--- config.mk ---
export PLATFORM = sky130hd
export DESIGN_NAME = bfcp_attribute_tlv_parser
export DESIGN_NICKNAME = d
export VERILOG_FILES = /design/src/hdl/bfcp_pkg.sv /design/src/hdl/bfcp_core.sv /design/src/hdl/bfcp_attribute_tlv_parser.sv
export VERILOG_INCLUDE_DIRS = /design/src /design/src/hdl
export SDC_FILE = /design/constraint.sdc
export NUM_CORES = 1
export LEC_CHECK = 0
export BUFFER_PORTS_ARGS = -buffer_cell sky130_fd_sc_hd__clkbuf_2
export CAP_MARGIN = 10
export CORE_MARGIN = 2
export CORE_UTILIZATION = 60
export CTS_CLUSTER_SIZE = 40
export DETAILED_ROUTE_END_ITERATION = 7
export PLACE_DENSITY = 0.91
export SYNTH_ARGS = -nofsm -noshare
export SYNTH_HDL_FRONTEND = slang
export SYNTH_HIERARCHICAL = 1
export SYNTH_SLANG_ARGS = --single-unit
--- constraint.sdc ---
create_clock -name i_clk -period 8.5 [get_ports i_clk]
set_clock_uncertainty 0.2 [all_clocks]
set_input_delay 0.425 -clock i_clk [delete_from_list [all_inputs] [get_ports i_clk]]
set_output_delay 0.425 -clock i_clk [all_outputs]
set_load 0.01 [all_outputs]
--- src/hdl/bfcp_attribute_tlv_parser_macros.svh ---
// Assertion macros shared by the attribute parser modules.
`ifndef BFCP_ATTRIBUTE_TLV_PARSER_MACROS_SVH
`define BFCP_ATTRIBUTE_TLV_PARSER_MACROS_SVH

// Same-cycle implication, disabled while reset is asserted.
`define BFCP_ASSERT_IMPLY(lbl, clk, rst_n, ante, cons, msg) \
    lbl: assert property (@(posedge clk) disable iff (!rst_n) (ante) |-> (cons)) \
        else $error(msg);

// Next-cycle implication, disabled while reset is asserted.
`define BFCP_ASSERT_NEXT(lbl, clk, rst_n, ante, cons, msg) \
    lbl: assert property (@(posedge clk) disable iff (!rst_n) (ante) |=> (cons)) \
        else $error(msg);

`endif

--- src/hdl/bfcp_pkg.sv ---
// Types and constants of the attribute parser.
package bfcp_pkg;

    localparam logic [7:0] HEADER_OCTETS = 8'd2;

    typedef enum logic [1:0] {
        PH_TYPE    = 2'd0,
        PH_LEN     = 2'd1,
        PH_CONTENT = 2'd2,
        PH_PAD     = 2'd3
    } t_phase;

    typedef struct packed {
        logic       emit;
        logic [6:0] attr_type;
        logic       mandatory_bit;
        logic [7:0] content_byte;
        logic       content_valid;
        logic       attr_last;
        logic       message_done;
        logic       malformed;
    } t_result;

endpackage

--- src/hdl/bfcp_core.sv ---
// Attribute walk state machine: phase, held header and counters, one octet per fire.
module bfcp_core
    import bfcp_pkg::*;
(
    input  logic       i_clk,
    input  logic       i_rst_n,
    input  logic       i_fire,
    input  logic [7:0] i_byte,
    input  logic       i_eom,
    output t_result    o_res
);

`include "bfcp_attribute_tlv_parser_macros.svh"

    t_phase     r_phase,   n_phase;
    logic [6:0] r_type,    n_type;
    logic       r_mand,    n_mand;
    logic [7:0] r_content, n_content;
    logic [1:0] r_pad,     n_pad;
    logic       r_fault,   n_fault;

    logic       short_len;
    logic       last_content;

    assign short_len    = (i_byte < HEADER_OCTETS);
    assign last_content = (r_content == 8'd1);

    // next state
    always_comb begin
        n_phase   = r_phase;
        n_type    = r_type;
        n_mand    = r_mand;
        n_content = r_content;
        n_pad     = r_pad;
        n_fault   = r_fault;
        if (r_fault) begin
            if (i_eom) begin
                n_phase = PH_TYPE;
                n_fault = 1'b0;
            end
        end else begin
            unique case (r_phase)
                PH_TYPE: begin
                    n_type  = i_byte[7:1];
                    n_mand  = i_byte[0];
                    n_phase = i_eom ? PH_TYPE : PH_LEN;
                end
                PH_LEN: begin
                    if (short_len) begin
                        if (i_eom) n_phase = PH_TYPE;
                        else       n_fault = 1'b1;
                    end else begin
                        n_content = i_byte - HEADER_OCTETS;
                        n_pad     = 2'b00 - i_byte[1:0];
                        if (i_eom)                      n_phase = PH_TYPE;
                        else if (n_content == 8'd0)     n_phase = (n_pad != 2'd0) ? PH_PAD
                                                                                  : PH_TYPE;
                        else                            n_phase = PH_CONTENT;
                    end
                end
                PH_CONTENT: begin
                    n_content = r_content - 8'd1;
                    if (i_eom)             n_phase = PH_TYPE;
                    else if (last_content) n_phase = (r_pad != 2'd0) ? PH_PAD : PH_TYPE;
                end
                PH_PAD: begin
                    n_pad = r_pad - 2'd1;
                    if (i_eom || n_pad == 2'd0) n_phase = PH_TYPE;
                end
                default: n_phase = PH_TYPE;
            endcase
        end
    end

    // result of this octet
    always_comb begin
        o_res               = '0;
        o_res.attr_type     = n_type;
        o_res.mandatory_bit = n_mand;
        if (!r_fault) begin
            unique case (r_phase)
                PH_TYPE: begin
                    o_res.emit      = i_eom;
                    o_res.malformed = 1'b1;
                end
                PH_LEN: begin
                    if (short_len || i_eom) begin
                        o_res.emit      = 1'b1;
                        o_res.malformed = 1'b1;
                    end else if (n_content == 8'd0) begin
                        o_res.emit      = 1'b1;
                        o_res.attr_last = 1'b1;
                    end
                end
                PH_CONTENT: begin
                    o_res.emit          = 1'b1;
                    o_res.content_byte  = i_byte;
                    o_res.content_valid = 1'b1;
                    o_res.attr_last     = last_content;
                    if (i_eom) begin
                        o_res.message_done = last_content && (r_pad == 2'd0);
                        o_res.malformed    = !(last_content && (r_pad == 2'd0));
                    end
                end
                PH_PAD: begin
                    if (i_eom) begin
                        o_res.emit         = 1'b1;
                        o_res.message_done = (n_pad == 2'd0);
                        o_res.malformed    = (n_pad != 2'd0);
                    end
                end
                default: o_res.emit = 1'b0;
            endcase
        end
    end

    always_ff @(posedge i_clk) begin
        if (!i_rst_n) begin
            r_phase   <= PH_TYPE;
            r_type    <= '0;
            r_mand    <= 1'b0;
            r_content <= '0;
            r_pad     <= '0;
            r_fault   <= 1'b0;
        end else if (i_fire) begin
            r_phase   <= n_phase;
            r_type    <= n_type;
            r_mand    <= n_mand;
            r_content <= n_content;
            r_pad     <= n_pad;
            r_fault   <= n_fault;
        end
    end

    `BFCP_ASSERT_NEXT(a_eom_restarts, i_clk, i_rst_n, i_fire && i_eom,
        r_phase == PH_TYPE && !r_fault, "end of message did not restart the parser")
    `BFCP_ASSERT_IMPLY(a_fault_in_len, i_clk, i_rst_n, r_fault,
        r_phase == PH_LEN, "fault flag set outside the length phase")
    `BFCP_ASSERT_IMPLY(a_content_nonzero, i_clk, i_rst_n, r_phase == PH_CONTENT && !r_fault,
        r_content != 8'd0, "contents phase with no content left")

endmodule

--- src/hdl/bfcp_attribute_tlv_parser.sv ---
// Top level of the BFCP attribute parser: input register, parser core, result register.
//
//  channel | direction | handshake            | payload
//  --------+-----------+----------------------+-----------------------------------------
//  octets  | in        | i_valid / o_stall    | i_data_byte, i_end_of_message
//  results | out       | o_valid / i_stall    | o_attr_type ... o_malformed
//
//  One octet per cycle while i_stall is low; a result is registered when its octet is processed.
//  The rate is set by the single pass through the phase logic of bfcp_core.
//  Synchronous active-low reset clears phase, counters, fault flag and valid bits.
//  A stalled result holds in the output register; the queued octet is processed
//  in the cycle the result is taken, so o_stall rises only while both stages hold.
module bfcp_attribute_tlv_parser
    import bfcp_pkg::*;
(
    input  logic       i_clk,
    input  logic       i_rst_n,
    input  logic       i_valid,
    output logic       o_stall,
    input  logic [7:0] i_data_byte,
    input  logic       i_end_of_message,
    output logic       o_valid,
    input  logic       i_stall,
    output logic [6:0] o_attr_type,
    output logic       o_mandatory_bit,
    output logic [7:0] o_content_byte,
    output logic       o_content_valid,
    output logic       o_attr_last,
    output logic       o_message_done,
    output logic       o_malformed
);

`include "bfcp_attribute_tlv_parser_macros.svh"

    // input register
    logic       r_in_valid;
    logic [7:0] r_in_byte;
    logic       r_in_eom;

    // result register
    logic       r_out_valid;
    t_result    r_out;

    logic       advance;   // result slot free or emptied this cycle
    logic       fire;      // queued octet goes through the parser
    logic       accept;
    t_result    core_res;

    assign advance = !r_out_valid || !i_stall;
    assign fire    = r_in_valid && advance;
    assign o_stall = r_in_valid && !advance;
    assign accept  = i_valid && !o_stall;

    always_ff @(posedge i_clk) begin
        if (!i_rst_n) begin
            r_in_valid <= 1'b0;
        end else if (accept) begin
            r_in_valid <= 1'b1;
        end else if (fire) begin
            r_in_valid <= 1'b0;
        end
    end

    always_ff @(posedge i_clk) begin
        if (accept) begin
            r_in_byte <= i_data_byte;
            r_in_eom  <= i_end_of_message;
        end
    end

    bfcp_core u_core (
        .i_clk   (i_clk),
        .i_rst_n (i_rst_n),
        .i_fire  (fire),
        .i_byte  (r_in_byte),
        .i_eom   (r_in_eom),
        .o_res   (core_res)
    );

    // an octet without a result simply empties the slot
    always_ff @(posedge i_clk) begin
        if (!i_rst_n) begin
            r_out_valid <= 1'b0;
        end else if (advance) begin
            r_out_valid <= fire && core_res.emit;
        end
    end

    always_ff @(posedge i_clk) begin
        if (fire && core_res.emit) begin
            r_out <= core_res;
        end
    end

    assign o_valid         = r_out_valid;
    assign o_attr_type     = r_out.attr_type;
    assign o_mandatory_bit = r_out.mandatory_bit;
    assign o_content_byte  = r_out.content_byte;
    assign o_content_valid = r_out.content_valid;
    assign o_attr_last     = r_out.attr_last;
    assign o_message_done  = r_out.message_done;
    assign o_malformed     = r_out.malformed;

    `BFCP_ASSERT_IMPLY(a_done_xor_bad, i_clk, i_rst_n, o_valid,
        !(o_message_done && o_malformed), "result both done and malformed")
    `BFCP_ASSERT_IMPLY(a_done_is_last, i_clk, i_rst_n, o_valid && o_content_valid && o_message_done,
        o_attr_last, "clean end on a content octet that is not the last")
    `BFCP_ASSERT_IMPLY(a_marker_clean, i_clk, i_rst_n,
        o_valid && !o_content_valid && o_attr_last,
        !o_malformed && !o_message_done, "empty attribute marker carries a status flag")

endmodule

* Word-level counts from Yosys, hierarchy flattened
Index checks and enable logic that the tools add are counted.
Operators by class: order comparisons 1, multiplexer cells 41, equal/unequal tests 6, add/subtract/negate cells 4, bitwise operators 1, reductions and logical operators 25
Operator list (count):
- $mux 2 | 14
- $logic_not 8->1 | 2
- $mux 1 | 16
- $mux 8 | 2
- $pmux 8 s2 | 1
- $mux 7 | 2
- $eq 8x1->1 const B | 1
- $logic_not 2->1 | 4
- $lt 8x2->1 const B | 1
- $pmux 1 s4 | 2
- $pmux 2 s4 | 1
- $reduce_bool 2->1 | 4
- $sub 8x1->8 const B | 1
- $sub 8x2->8 const B | 1
- $logic_and 1x1->1 | 5
- $logic_not 1->1 | 5
- $eq 2x2->1 const B | 2
- $ne 4x2->1 const B | 1
- $pmux 1 s2 | 2
- $pmux 2 s2 | 1
- $logic_or 1x1->1 | 3
- $ne 3x1->1 const B | 1
- $reduce_and 3->1 | 1
- $eq 2x1->1 const B | 1
- 4 further kinds | 4
Storage, ports and cells: output and inout port bits 22, bits in registers 52

* Longest topological paths before layout
depth after elaboration 10, gate-level depth with buffers 11, depth with buffers taken out 11

* Hierarchy
Netlist, hierarchy kept.
Modules (own cells, without submodules):
- bfcp_core | cells each 227, area each 1791.7 µm², instances 1
- bfcp_attribute_tlv_parser | cells each 39, area each 962.2 µm², instances 1

* Worst setup path after synthesis
Ideal clock, no wire load.
path kind register to register, from register r_in_byte[1], to register r_out (netlist bit o_attr_last) (enable), slack 4.539 ns, cell stages (with the launch flop) 9, arrival 3.357 ns, period minus slack after synthesis 3.961 ns, setup time 0.404 ns, cell sequence edfxtp_1 > or4_4 > o41ai_4 > a21o_2 > o211ai_1 > or4_4 > a211oi_2 > nand2_1 > a21oi_1
RTL lines:
- from (decl) | RTL line bfcp_attribute_tlv_parser.sv:37 | logic [7:0] r_in_byte;
- from (signal assigned) | RTL line bfcp_attribute_tlv_parser.sv:66 | r_in_byte <= i_data_byte;
- to (signal assigned) | RTL line bfcp_attribute_tlv_parser.sv:91 | r_out <= core_res;
- to (decl) | RTL line bfcp_attribute_tlv_parser.sv:42 | t_result r_out;

==> results.toml <==
[worst_setup_path]
path_cells = "or4_4 > o211ai_1 > o21ai_1 > nor3b_2 > o211ai_1 > or4_4 > a211oi_2 > nand2_1 > a21oi_2"
reg2reg_slack_ps = 4510
critPathRequiredTime_ps = 8230
r2r_end = "o_content_byte[7]$_DFFE_PP_"
cp.arrival_ps = 3720
slowest_stage = "a21oi_2"
critPathCaptureType = "register"
crit_buf_inv = 0
cp_max_fo = 20
r2r-start = "r_in_byte[1]$_DFFE_PP_"
crit_type = "reg -> reg"
cpLargestDelayFamily = "simple AND/OR/NAND/NOR gates"
rr_worst_depth = 9
cpPeakStageDelay_ps = 790
start_kind = "register"

[power]
irDropWorstVdd_uv = 127
clkPwrFrac_pct = 28.7
p_comb_share_pct = 12.3
swShare_pct = 25.5
p_int_uw = 361
p_leak_uw = 0.00112
total_power_uw = 484
switching_power_uw = 123
pwr-share-seq_pct = 59.0
power_per_cell_area_nw_per_um2 = 160

[global_route]
grt_first_pass_wirelength_um = 9710
grtUsageTotal_pct = 24.7
antenna_found_initial = 0
grt_max_degree = 25
overflow = 0
grt_pass1_vias = 2068

[placed_design]
hpwl_um = 4280
port_buffers = 34
place_congestion = 0.996
dp_slack_ps = 4550

[cts]
cts.sinks = 52
cts_setup_buffers = 0
cts_tree = "yes"
post_cts_resized = 0
clk_pin_slew_ps = 90
root_buffer = "clkbuf_8"
clk_path_buf_depth = 2
cts_hold_buf = 0
cts_htree_levels = 2
clk_latency_ps = 310
cts_made_buffers = 5

[layout]
utilization_pct = 69.1
layout-drive-gt1-share_pct = 20.5
area_growth_pct = 10.0
num_antenna_cells = 0
final.fill_count = 331
layout.nets = 320

[sta]
rsz0062_at_grt = "false"
report.final.slew_viol_count = 0
worst_slack_ps = 4510
maxSlewHeadroom_pct = 26.9
finalSetupViolations = 0
tns_ps = 0
fin_crit_ps = 3990
max_freq_mhz = 251
hold_slack_ps = 86.5
finalCritPeriodShare_pct = 46.9
hold_viol_final = 0
worstMarginPinSlew_ps = 1100

[outcome]
status = "finished, final reports clean"

[synth]
yosysMostFrequentCell = "edfxtp_1"
synth_commonest_cells = "edfxtp_1, dfxtp_1, nand2_1, nor2b_1, nor2_1"
synthDistinctLibCells = 54
ys_seq_elements = 52
async_flop_share_pct = 0
synthTopCellsByArea = "edfxtp_1, dfxtp_1, ha_1, nor2b_1, mux2i_1"
synth_edf_count = 29
yosysSeqAreaShare_pct = 48.3
synth_nets = 290
ys_warn_count = 6
avgSynthCellArea_um2 = 10.4
ys.flop_type = "edfxtp_1"
synth_top_cell_area_share_pct = 31.6
syn_area_um2 = 2750
yosysTopAreaCell = "edfxtp_1"
postSynthCellCount = 266

[job]
max_cap_viol_count = 0

[route]
via_per_inst = 6.32
wire_per_inst_um = 17.4
ant_nets = 0
drtIter0Drc = 239
route.detailed.drc = 0
vias = 2207
routed_wl_um = 6060
firstDrtPassIters = 5

[floorplan]
start_util_pct = 62.8
dieArea_um2 = 5150
core_area_um2 = 4380
ioPinCount = 35
die-height_um = 71.8
row_count = 24
die_w_um = 71.8

[hold_path]
hp-start = "i_data_byte[7]"
min_to = "r_in_byte[7]$_DFFE_PP_"
hold_depth = 1
hp-class = "in -> reg"
-- metrics by stage --
step,instances,area (µm²)
final,349,3030
after global routing,349,3030
after CTS,349,3030
after detailed placement,341,2940
after global placement,341,2940
after floorplan,266,2750
-- state kept, by name, summed over array words and instances, names as in the netlist --
name / count
o_content_byte: 8
r_in_byte: 8
u_core/r_content: 8
o_attr_type: 7
u_core/r_type: 7
u_core/r_pad: 2
u_core/r_phase: 2
o_attr_last: 1
o_content_valid: 1
o_malformed: 1
o_mandatory_bit: 1
o_message_done: 1
o_valid: 1
r_in_eom: 1
r_in_valid: 1
u_core/r_fault: 1
u_core/r_mand: 1
-- layout by cell type, fill, tap and decap left out, types with 3 or more instances in the layout --
master,count
dfxtp_1,23
a21oi_1,9
a22oi_1,6
nand4_1,4
ha_1,11
nand2_1,20
nand3_1,4
inv_1,15
and2_1,6
o21ai_0,7
mux2i_1,10
a21boi_0,3
nor2b_1,20
o22ai_1,9
mux2_2,8
nor3_1,7
edfxtp_1,29
nand2b_1,3
clkbuf_8,5
clkbuf_2,34
nor3b_1,3
nor2_1,19
-- cell type report --
cell class	instances	area, µm²	share of cell area (%)
Sequential cell	52	1330	43.9
Multi-Input combinational cell	187	1310	43.4
Timing Repair Buffer	34	170	5.62
Clock buffer	6	72.6	2.40
Tap cell	52	65.1	2.15
Inverter	16	60.1	1.98
Clock inverter	2	16.3	0.537
-- cells by family after synthesis --
group / synth area share, %
simple gates: 19.1
fa+ha+maj: 5.00
xor+xnor: 0.954
compound gates: 15.6
flops: 48.3
buf+inv: 4.09
mux: 6.91
-- how the worst max path moves through the flow --
stage | depth (start not counted) | startpoint | to | slack, ps
2_1_floorplan | 8 | r_in_byte[1]$_DFFE_PP_ | o_attr_last$_DFFE_PP_ | 4540
3_3_place_gp | 9 | r_in_byte[1]$_DFFE_PP_ | o_content_byte[7]$_DFFE_PP_ | 4660
3_5_place_dp | 9 | r_in_byte[1]$_DFFE_PP_ | o_content_valid$_DFFE_PP_ | 4550
4_1_cts | 9 | r_in_byte[1]$_DFFE_PP_ | o_content_valid$_DFFE_PP_ | 4520
5_1_grt | 11 | u_core/r_phase[0]$_SDFFE_PN0P_ | o_content_byte[5]$_DFFE_PP_ | 4380
6_report | 9 | r_in_byte[1]$_DFFE_PP_ | o_content_byte[7]$_DFFE_PP_ | 4510
-- power by group through the flow --
stage / Sequential (µW) / Combinational (µW) / Clock (µW)
2_1_floorplan: 291 / 39.8 / 0
3_3_place_gp: 291 / 56.1 / 0
3_5_place_dp: 291 / 58.0 / 0
4_1_cts: 286 / 58.6 / 140
5_1_grt: 287 / 64.0 / 152
6_report: 286 / 59.3 / 139
-- per-layer routing --
layer | share of wire, % | vias up | global-route usage, %
li1 | - | 1032 | -
met2 | 51 | 126 | 42.8
met3 | 7.6 | 24 | 5.49
met4 | 2.1 | 0 | 7.34
met1 | 40 | 1025 | 30.9
met5 | 0 | - | 0
(Power assumes the default switching activity.)
